==> src/rtl/utf8s_pkg.sv <==
// ----------------------------------------------------------------------------
// utf8s_pkg
// Types, constants and byte classifiers for the UTF-8 sanitizer.
// ----------------------------------------------------------------------------
`default_nettype none

package utf8s_pkg;

    localparam int unsigned MAX_RESULTS = 4;
    localparam int unsigned RES_FIFO_AW = 4;

    localparam logic [7:0] ASCII_LIMIT  = 8'h80;
    localparam logic [7:0] LEAD2_MIN    = 8'hC2;
    localparam logic [7:0] LEAD3_BASE   = 8'hE0;
    localparam logic [7:0] LEAD4_BASE   = 8'hF0;
    localparam logic [7:0] LEAD4_MAX    = 8'hF4;
    localparam logic [7:0] HI_NIBBLE    = 8'hF0;
    localparam logic [7:0] LEAD_SURR    = 8'hED;
    localparam logic [7:0] CONT_MIN     = 8'h80;
    localparam logic [7:0] CONT_MAX     = 8'hBF;
    localparam logic [7:0] E0_CONT_MIN  = 8'hA0;
    localparam logic [7:0] ED_CONT_MAX  = 8'h9F;
    localparam logic [7:0] F0_CONT_MIN  = 8'h90;
    localparam logic [7:0] F4_CONT_MAX  = 8'h8F;

    typedef struct packed {
        logic [7:0] data;
        logic       last;
    } item_t;

    typedef struct packed {
        logic       text_end;
        logic       run_end;
        logic       has_byte;
        logic [7:0] out_byte;
    } res_t;

    typedef struct packed {
        logic [2:0]                  count;
        res_t [MAX_RESULTS-1:0]      lane;
    } scan_out_t;

    // sequence length opened by a lead byte, 0 if not a lead
    function automatic logic [2:0] lead_len(input logic [7:0] c);
        logic [2:0] len;
        begin
            len = 3'd0;
            if (c >= LEAD2_MIN && c < LEAD3_BASE)
            begin
                len = 3'd2;
            end
            else if ((c & HI_NIBBLE) == LEAD3_BASE)
            begin
                len = 3'd3;
            end
            else if (c >= LEAD4_BASE && c <= LEAD4_MAX)
            begin
                len = 3'd4;
            end
            return len;
        end
    endfunction

    // continuation byte check; the second byte narrows for some leads
    function automatic logic cont_ok(input logic [7:0] lead, input logic [1:0] pos,
                                     input logic [7:0] b);
        logic [7:0] lo;
        logic [7:0] hi;
        begin
            lo = CONT_MIN;
            hi = CONT_MAX;
            if (pos == 2'd1)
            begin
                if (lead == LEAD3_BASE)
                begin
                    lo = E0_CONT_MIN;
                end
                else if (lead == LEAD_SURR)
                begin
                    hi = ED_CONT_MAX;
                end
                else if (lead == LEAD4_BASE)
                begin
                    lo = F0_CONT_MIN;
                end
                else if (lead == LEAD4_MAX)
                begin
                    hi = F4_CONT_MAX;
                end
            end
            return (b >= lo) && (b <= hi);
        end
    endfunction

endpackage

`default_nettype wire

==> src/rtl/utf8_sanitizer_top.sv <==
// ----------------------------------------------------------------------------
// utf8_sanitizer_top
// Byte-stream filter that passes only well-formed UTF-8.
//
// Channel  Dir  tdata              tuser                     tlast
// s_axis   in   [7:0] in_byte      -                         text_last
// m_axis   out  [7:0] out_byte     [0] has_byte [1] run_end  text_end
//
// A byte is registered on acceptance and scanned in the next cycle; its
// results (0 to 4) are written to a result FIFO at the end of that cycle.
// s_axis takes one byte per cycle while the FIFO has room for two bytes'
// worth of results; m_axis drains one result per cycle unless stalled.
// Reset clears the open sequence and empties the FIFO; nothing is pending.
// ----------------------------------------------------------------------------
`default_nettype none

module utf8_sanitizer_top
    import utf8s_pkg::*;
#(
    parameter int unsigned FIFO_AW = RES_FIFO_AW
)
(
    input  wire logic       clk,
    input  wire logic       rst_n,
    input  wire logic       s_axis_tvalid,
    output logic            s_axis_tready,
    input  wire logic [7:0] s_axis_tdata,   // [7:0] in_byte
    input  wire logic       s_axis_tlast,
    output logic            m_axis_tvalid,
    input  wire logic       m_axis_tready,
    output logic [7:0]      m_axis_tdata,   // [7:0] out_byte
    output logic [1:0]      m_axis_tuser,   // [0] has_byte, [1] run_end
    output logic            m_axis_tlast
);

    localparam int unsigned Depth = 1 << FIFO_AW;

    logic              item_valid_reg;
    item_t             item_reg;
    scan_out_t         scan_out;

    res_t              fifo_reg [Depth];
    logic [FIFO_AW-1:0] wr_ptr_reg;
    logic [FIFO_AW-1:0] wr_ptr_next;
    logic [FIFO_AW-1:0] rd_ptr_reg;
    logic [FIFO_AW-1:0] rd_ptr_next;
    logic [FIFO_AW:0]   count_reg;
    logic [FIFO_AW:0]   count_next;

    logic              in_fire;
    logic              out_fire;
    res_t              head;

    // room for the item in the scan stage plus the one being accepted
    assign s_axis_tready = count_reg <= (FIFO_AW+1)'(Depth - 2 * MAX_RESULTS);
    assign in_fire       = s_axis_tvalid && s_axis_tready;
    assign m_axis_tvalid = count_reg != '0;
    assign out_fire      = m_axis_tvalid && m_axis_tready;

    assign head          = fifo_reg[rd_ptr_reg];
    assign m_axis_tdata  = head.out_byte;
    assign m_axis_tuser  = {head.run_end, head.has_byte};
    assign m_axis_tlast  = head.text_end;

    utf8s_scan u_scan (
        .clk        (clk),
        .rst_n      (rst_n),
        .item_valid (item_valid_reg),
        .item       (item_reg),
        .scan_out   (scan_out)
    );

    always_comb
    begin
        wr_ptr_next = wr_ptr_reg + FIFO_AW'(scan_out.count);
        rd_ptr_next = rd_ptr_reg + FIFO_AW'(out_fire);
        count_next  = count_reg + (FIFO_AW+1)'(scan_out.count)
                      - (FIFO_AW+1)'(out_fire);
    end

    always_ff @(posedge clk or negedge rst_n)
    begin
        if (!rst_n)
        begin
            item_valid_reg <= 1'b0;
            wr_ptr_reg     <= '0;
            rd_ptr_reg     <= '0;
            count_reg      <= '0;
        end
        else
        begin
            item_valid_reg <= in_fire;
            wr_ptr_reg     <= wr_ptr_next;
            rd_ptr_reg     <= rd_ptr_next;
            count_reg      <= count_next;
        end
    end

    always_ff @(posedge clk)
    begin
        if (in_fire)
        begin
            item_reg.data <= s_axis_tdata;
            item_reg.last <= s_axis_tlast;
        end
        // push this cycle's results in order behind the write pointer
        for (int i = 0; i < MAX_RESULTS; i++)
        begin
            if (3'(i) < scan_out.count)
            begin
                fifo_reg[wr_ptr_reg + FIFO_AW'(i)] <= scan_out.lane[i];
            end
        end
    end

endmodule

`default_nettype wire

==> src/rtl/utf8s_scan.sv <==
// ----------------------------------------------------------------------------
// utf8s_scan
// Holds the open sequence and classifies one registered byte per cycle.
// ----------------------------------------------------------------------------
`default_nettype none

module utf8s_scan
    import utf8s_pkg::*;
(
    input  wire logic      clk,
    input  wire logic      rst_n,
    input  wire logic      item_valid,
    input  wire item_t     item,
    output scan_out_t      scan_out
);

    logic [7:0] held_reg [3];
    logic [7:0] held_next [3];
    logic [1:0] held_count_reg;
    logic [1:0] held_count_next;
    logic [2:0] seq_len_reg;
    logic [2:0] seq_len_next;

    logic       cont_good;
    logic       seq_mode;
    logic       seq_done;
    logic       seq_emit;
    logic [2:0] fresh_len;
    logic [2:0] cnt;
    logic       bare;

    always_comb
    begin
        cont_good = cont_ok(held_reg[0], held_count_reg, item.data);
        seq_mode  = (held_count_reg != 2'd0) && cont_good;
        seq_done  = ({1'b0, held_count_reg} + 3'd1) == seq_len_reg;
        fresh_len = lead_len(item.data);
        seq_emit  = 1'b0;
        cnt       = 3'd0;
        bare      = 1'b0;

        held_next       = held_reg;
        held_count_next = held_count_reg;
        seq_len_next    = seq_len_reg;

        if (item_valid)
        begin
            held_next[0]    = 8'h00;
            held_next[1]    = 8'h00;
            held_next[2]    = 8'h00;
            held_count_next = 2'd0;
            seq_len_next    = 3'd0;
            if (seq_mode)
            begin
                if (seq_done)
                begin
                    seq_emit = 1'b1;
                    cnt      = seq_len_reg;
                end
                else if (!item.last)
                begin
                    // extend the open sequence
                    held_next                 = held_reg;
                    held_next[held_count_reg] = item.data;
                    held_count_next           = held_count_reg + 2'd1;
                    seq_len_next              = seq_len_reg;
                end
                // truncated at end of text: lead dropped, continuations drop too
            end
            else
            begin
                // lead dropped (if any); held continuations drop on rescan
                if (item.data < ASCII_LIMIT)
                begin
                    cnt = 3'd1;
                end
                else if (fresh_len != 3'd0 && !item.last)
                begin
                    held_next[0]    = item.data;
                    held_count_next = 2'd1;
                    seq_len_next    = fresh_len;
                end
            end
            if (cnt == 3'd0 && item.last)
            begin
                bare = 1'b1;
                cnt  = 3'd1;
            end
        end

        scan_out.count = cnt;
        for (int i = 0; i < MAX_RESULTS; i++)
        begin
            scan_out.lane[i].out_byte = item.data;
            scan_out.lane[i].has_byte = !bare;
            scan_out.lane[i].run_end  = (3'(i) + 3'd1) == cnt;
            scan_out.lane[i].text_end = ((3'(i) + 3'd1) == cnt) && item.last;
        end
        for (int i = 0; i < 3; i++)
        begin
            if (seq_emit && (2'(i) < held_count_reg))
            begin
                scan_out.lane[i].out_byte = held_reg[i];
            end
        end
        if (bare)
        begin
            scan_out.lane[0].out_byte = 8'h00;
        end
    end

    always_ff @(posedge clk or negedge rst_n)
    begin
        if (!rst_n)
        begin
            held_reg[0]    <= 8'h00;
            held_reg[1]    <= 8'h00;
            held_reg[2]    <= 8'h00;
            held_count_reg <= 2'd0;
            seq_len_reg    <= 3'd0;
        end
        else
        begin
            held_reg       <= held_next;
            held_count_reg <= held_count_next;
            seq_len_reg    <= seq_len_next;
        end
    end

endmodule

`default_nettype wire

==> config.mk <==
export PLATFORM = sky130hd
export DESIGN_NAME = utf8_sanitizer_top
export DESIGN_NICKNAME = d
export VERILOG_FILES = /design/src/rtl/utf8s_pkg.sv /design/src/rtl/utf8_sanitizer_top.sv /design/src/rtl/utf8s_scan.sv
export SDC_FILE = /design/constraint.sdc
export NUM_CORES = 1
export LEC_CHECK = 0
export BUFFER_PORTS_ARGS = -buffer_cell sky130_fd_sc_hd__buf_4
export CAP_MARGIN = 20
export CORE_MARGIN = 1.5
export CORE_UTILIZATION = 35
export CTS_BUF_LIST = sky130_fd_sc_hd__clkbuf_8
export DETAILED_ROUTE_END_ITERATION = 7
export GPL_ROUTABILITY_DRIVEN = 0
export PLACE_DENSITY = 0.5
export SYNTH_ARGS = -nofsm -noshare
export SYNTH_HDL_FRONTEND = slang
export SYNTH_SLANG_ARGS = --single-unit
==> constraint.sdc <==
create_clock -name clk -period 5.3 [get_ports clk]
set_input_delay 0.795 -clock clk [delete_from_list [all_inputs] [get_ports clk]]
set_output_delay 0.795 -clock clk [all_outputs]
set_load 0.02 [all_outputs]
== After elaboration in Yosys (flattened, before gate mapping) ==
Memories as Yosys holds them, arrays and structs flattened.
Cells that the tools add are included.
Widths: inputs -> output; s select.
Operators by class
  add/subtract/negate cells: 9
  $lt $le $gt $ge: 17
  equal/unequal tests: 12
  muxes and demuxes: 54
  bitwise logic cells: 1
  reduce and logical (&&, ||, !) cells: 23
Operator list (number)
  $mux 8: 15
  $mux 24: 2
  $mux 3: 13
  $eq 8x8->1 const B: 4
  $bwmux 24: 1
  $demux 8 s2: 1
  $ge 8x8->1 const B: 2
  $logic_and 1x1->1: 16
  $lt 8x8->1 const B: 2
  $mux 16: 1
  $mux 1: 15
  $add 4x2->4 const B: 2
  $ge 8x8->1: 1
  $le 8x8->1: 1
  $le 8x8->1 const B: 1
  $mux 2: 4
  $eq 2x3->1 const A: 2
  $lt 1x3->1 const A: 2
  $lt 2x3->1 const A: 2
  $mux 6: 1
  $add 5x3->5: 1
  $le 5x4->1 const B: 1
  $mux 5: 1
  $reduce_bool 5->1: 1
  22 further kinds: 24
Storage, ports and cells
  flip-flop bits (word level): 52
  bits in writable memories: 176
  input port bits: 13
  output and inout bits: 13
  logic and storage cells: 128
  memories: 1
Memory list
  fifo_reg: words 16, width 11, read ports 1, clocked after memory_dff 0, write ports 4, RTL line utf8_sanitizer_top.sv:42  | res_t fifo_reg [Depth];

== Logic depth before layout (Yosys ltp) ==
  depth in word-level cells: 18
  gate-level depth with buffers: 23

== By module ==
A second synthesis with hierarchy kept.
Unflattened totals
  cells, all modules: 1693
  area, all modules: 16181.8 um^2
Modules (own cells, without submodules)
  utf8_sanitizer_top: times used 1, cells each 1468, area each 14062.2 um^2
  utf8s_scan: times used 1, cells each 225, area each 2119.5 um^2

== Least setup slack after synthesis ==
Ideal clock, no wire load.
  kind: reg2reg
  from: register u_scan.held_count_reg[1]
  to: register count_reg[4]
  arrival: 4162 ps
  slack: 1010 ps
  stages on the path, launching flop included: 24
  buffers on the path: 2
  period minus slack after synthesis: 4290 ps
  cell sequence: dfrtp_1 > inv_1 > ha_1 > nand4_1 > nor3_1 > nand2_1 > ha_1 > nor2b_1 > a211o_1 > buf_2 > o211ai_2 > o21ai_0 > a21boi_1 > buf_2 > inv_1 > ha_1 > inv_1 > ha_1 > inv_1 > fa_1 > inv_1 > a21o_1 > a21oi_1 > xor2_1
Between the ends
  word-level cells in the longest chain between the ends: 13
  elaborated cells between the ends (all ways): 19
  classes of those cells: 3 x add/sub; 2 x order compare; 2 x eq/ne; 7 x mux; 5 x reduce/logical
Ends and longest elaborated chain
  from (decl): RTL line utf8s_scan.sv:19  | logic [1:0] held_count_reg;
  from (signal assigned): RTL line utf8s_scan.sv:125  | held_count_reg <= held_count_next;
  $eq 2x1->1: RTL line utf8s_pkg.sv:72  | if (pos == 2'd1)
  $mux 8: RTL line utf8s_pkg.sv:72
  $ge 8x8->1 or $le 8x8->1 (tied branches): RTL line utf8s_pkg.sv:91  | return (b >= lo) && (b <= hi);
  $logic_and 1x1->1: RTL line utf8s_pkg.sv:91
  $logic_and 1x1->1: RTL line utf8s_scan.sv:35  | seq_mode = (held_count_reg != 2'd0) && cont_good;
  $mux 3 *: RTL line utf8s_scan.sv:53  | if (seq_mode)
  $mux 3 *: RTL line utf8s_scan.sv:46  | if (item_valid)
  $logic_not 3->1: RTL line utf8s_scan.sv:84  | if (cnt == 3'd0 && item.last)
  $logic_and 1x1->1: RTL line utf8s_scan.sv:84
  $mux 3 *: RTL line utf8s_scan.sv:84
  $mux 3 *: RTL line utf8s_scan.sv:46
  $add 5x3->5 *: RTL line utf8_sanitizer_top.sv:77  | count_next = count_reg + (FIFO_AW+1)'(scan_out.count)
  $sub 5x1->5 *: RTL line utf8_sanitizer_top.sv:78  | - (FIFO_AW+1)'(out_fire);
  named net count_next[4]: RTL line utf8_sanitizer_top.sv:48  | logic [FIFO_AW:0] count_next;
  to (signal assigned): RTL line utf8_sanitizer_top.sv:95  | count_reg <= count_next;
  to (decl): RTL line utf8_sanitizer_top.sv:47  | logic [FIFO_AW:0] count_reg;
The timed path passes the listed nets; every way through them passes the cells marked *. The select of a mux whose other input is x is not followed.
A chain may end at the register's enable or synchronous reset.

==> impl_results.md <==
- Status: finished, final reports clean
- Clock share of power: about a quarter
- Congestion Overflow GR: 0
- Largest net degree at the start of global routing: 46
- Post-synth top area cell: edfxtp_1
- Reg2reg end: fifo_reg[12][6]
- Final hold slack: around 0.16 ns
- Vias per cell: roughly 6.5
- Compound-Gate Fraction of Synth Area: between 20% and 30%
- Routed WL: 59,500 um
- Fraction of layout cells with a size suffix above 1: roughly a fifth
- Post-synthesis mux area share: between 10 and 15%
- IR Drop Worst-Case VDD: ~0.3 mV
- Crit path launch type: register
- Worst path bufs/invs: 2
- Worst Path Arrival: 5.13 ns
- CTS sink count: between 200 and 250
- WL/cell: 29.5 um
- Reg2Reg Depth: 13
- Fraction of registers with async set/reset: a little under a fifth
- Power density over the cells: about 450 nW/um^2
- Worst slew margin: 24.1%
- Slew Limit Fails: 0
- Lkg Pwr: roughly 5.7 nW
- MaxCap Viol Count: 0
- Clk buf depth: 3
- # diodes: 0
- IO Pins: 26
- Post-layout net count: 1,482
- Initial core utilization: about 36%
- DRT antenna net count: 0
- Slew @ Worst Pin: 1.13 ns
- Internal power: ~4.3 mW
- Overall routing resource usage: 27.5%
- CP endpoint kind: register
- Min-Delay Path Class: in2async
- Post-CTS Setup Repair Bufs: 0
- Syn Inst Count: 1,421
- Clk slew on worst S/H paths: ~0.060 ns
- Post-CTS Hold Fix Bufs: 0
- Reg2reg setup slack: 0.50 ns
- Starting DRT DRC Count: 1,946
- Final Hold Vio Count: 0
- Row count: 75
- Distinct cells, synth: 86
- Adder-cell share of the synthesized area: roughly 2.3%
- Number of synthesized flops with an enable pin: 185
- Max reg flops: about 180
- Portion of total power attributed to combinational logic: 41.9%
- Most frequent CP cell: ha_1
- Synth Area in Simple Gates: 13.8%
- DRC viols: 0
- Setup CP Type: reg2reg
- Top-count cell post-synth: edfxtp_1
- XOR/XNOR Fraction of Synth Area: 0.932%
- Vias: ~13,000
- Unrepaired setup endpoints after global routing: false
- HPWL after DPL: around 43,000 um
- Post-layout util: 39.6%
- Synth Cell Area: approximately 15,000 um^2
- Worst path top cell family by delay: simple AND/OR/NAND/NOR gates
- Reg power frac: approximately 35%
- Share of the synthesized area in the top cell type: between 30% and 40%
- CP max stage delay: a little over 0.6 ns
- Largest family of logic cells by synthesized area: compound AO/OA/AOI/OAI gates
- Switching power total: about 3.2 mW
- Clock latency on the worst-skew pair: 0.64 ns
- Max Fanout on Critical Path: 11
- CTS HTree Levels: 2
- Avg Cell Area, Syn: 10.5 um^2
- Die Width: between 200 and 250 um
- Die area: between 40,000 and 50,000 um^2
- Global-route wire length before repair: roughly 88,000 um
- Synth area leaders: edfxtp_1, mux4_2, dfrtp_1
- Crit share post-route: about nine tenths
- Fmax: ~210 MHz
- Antenna violations before repair: 1
- Seq/Total Area, Yosys: between 40% and 50%
- YS warnings: 0
- Worst Skew: slightly above 0.04 ns
- Final setup fails: 0
- Critical path's slowest cell: nor2_1
- First-pass iteration count of the detailed router: 7
- Vias in the first global route: about 13,000
- Synth top cells by count: edfxtp_1, a21oi_1, nand2_1, o21ai_0, nor2_1
- Fin Setup TNS: 0 ns
- Die Ht: around 210 um
- Register bit total from synthesis: about 230
- # resized after CTS: 0
- Synthesized Nets: about 1,500
- Req. time, crit path: 5.62 ns
- Critical-path cell list: inv_1 > ha_1 > nand4_1 > nor3_1 > ha_1 > a2111oi_2 > a41o_1 > o2111ai_2 > nor2_1 > nand2_1 > and2_0 > o211ai_1 > buf_4
- Core Box Area: 41,900 um^2
- Switching portion of total power: between 40% and 50%
- CTS buffer count: 44
- Reg-to-Reg Start: u_scan.held_count_reg[1]
- Area Overhead vs Synth: 11.5%
- Main synth FF type: edfxtp_1
- Number of port buffers: 25
- TritonCTS clock tree: built
- CTS root buf: clkbuf_8
- Period minus WS final: around 4.8 ns
[logic make-up after synthesis]
kind of cell,count (synthesis)
AOI/OAI and AO/OA,507
and+or+nand+nor,397
DFF,228
buffers and inverters,157
muxes,91
adders and majority gates,26
xor gates and xnor gates,15
[how the worst max path moves through the flow]
stage	start	to	slack (ns)	cells past startpoint
floorplan	u_scan.held_count_reg[1]	count_reg[4]	1.01	23
global placement	u_scan.held_count_reg[1]	fifo_reg[4][1]	0.68	11
detailed placement	u_scan.held_count_reg[1]	fifo_reg[6][1]	0.51	12
CTS	u_scan.held_count_reg[1]	fifo_reg[6][10]	0.47	12
global route	u_scan.held_count_reg[1]	count_reg[4]	0.18	20
finish	u_scan.held_count_reg[1]	fifo_reg[12][6]	0.50	13
[cells in the final DEF (no fill, tap or decap), drive strengths merged, types with 7 or more instances in the layout]
cell    count
edfxtp    185
a21oi     136
nand2     110
o21ai     108
buf       103
nor2       87
o22ai      73
nor3       59
mux4       55
clkbuf     47
inv        47
dfrtp      43
nand3      42
o211ai     37
a211oi     34
ha         24
a22oi      20
and2       20
mux2i      19
a22o       18
nand4      18
mux2       17
clkinv     14
a31oi      12
and3       11
nor4       11
nor2b       8
a21o        8
xnor2       8
xor2        7
a32oi       7
or2         7
o221a       7
[layout make-up]
class / instances / area (um^2)
clock buffers: 47 / 647
clock inverters: 34 / 208
fillers: 4081 / 25300
inverters: 30 / 113
multi-input cells: 1036 / 7550
flip-flops and latches: 228 / 6640
well taps: 539 / 674
repair buffers: 103 / 777
[worst register-to-register path, cell delays in order, from the launching register on]
cell	delay (ns)
dfrtp_1	0.42
inv_1	0.11
ha_1	0.21
nand4_1	0.18
nor3_1	0.29
ha_1	0.30
a2111oi_2	0.46
a41o_1	0.40
o2111ai_2	0.35
nor2_1	0.62
nand2_1	0.36
and2_0	0.35
o211ai_1	0.14
buf_4	0.27
[metrics by stage]
stage / power [mW] / instances / setup WS [ns] / cell area (um^2)
after floorplan: 4.48 / 1421 / 1.01 / 14900
after global routing: 7.75 / 2017 / 0.179 / 16600
after detailed placement: 5.67 / 1934 / 0.512 / 15700
after global placement: 5.67 / 1932 / 0.679 / 15700
final: 7.45 / 2017 / 0.496 / 16600
after CTS: 7.44 / 2015 / 0.467 / 16600
[layer usage]
layer  share of wire, %  GRT usage (%)
met5              0.022              0
met1                 41           37.0
met4                4.7           13.1
met2                 44           41.8
met3                 10           6.46
[power by group through the flow]
stage               registers [mW]  clock network [mW]  logic [mW]
finish                        2.58                1.75        3.12
global route                  2.61                1.85        3.29
CTS                           2.58                1.80        3.06
detailed placement            2.61                   0        3.05
global placement              2.61                   0        3.06
floorplan                     2.26                   0        2.22
No activity file was read; power rests on OpenSTA's default activity.
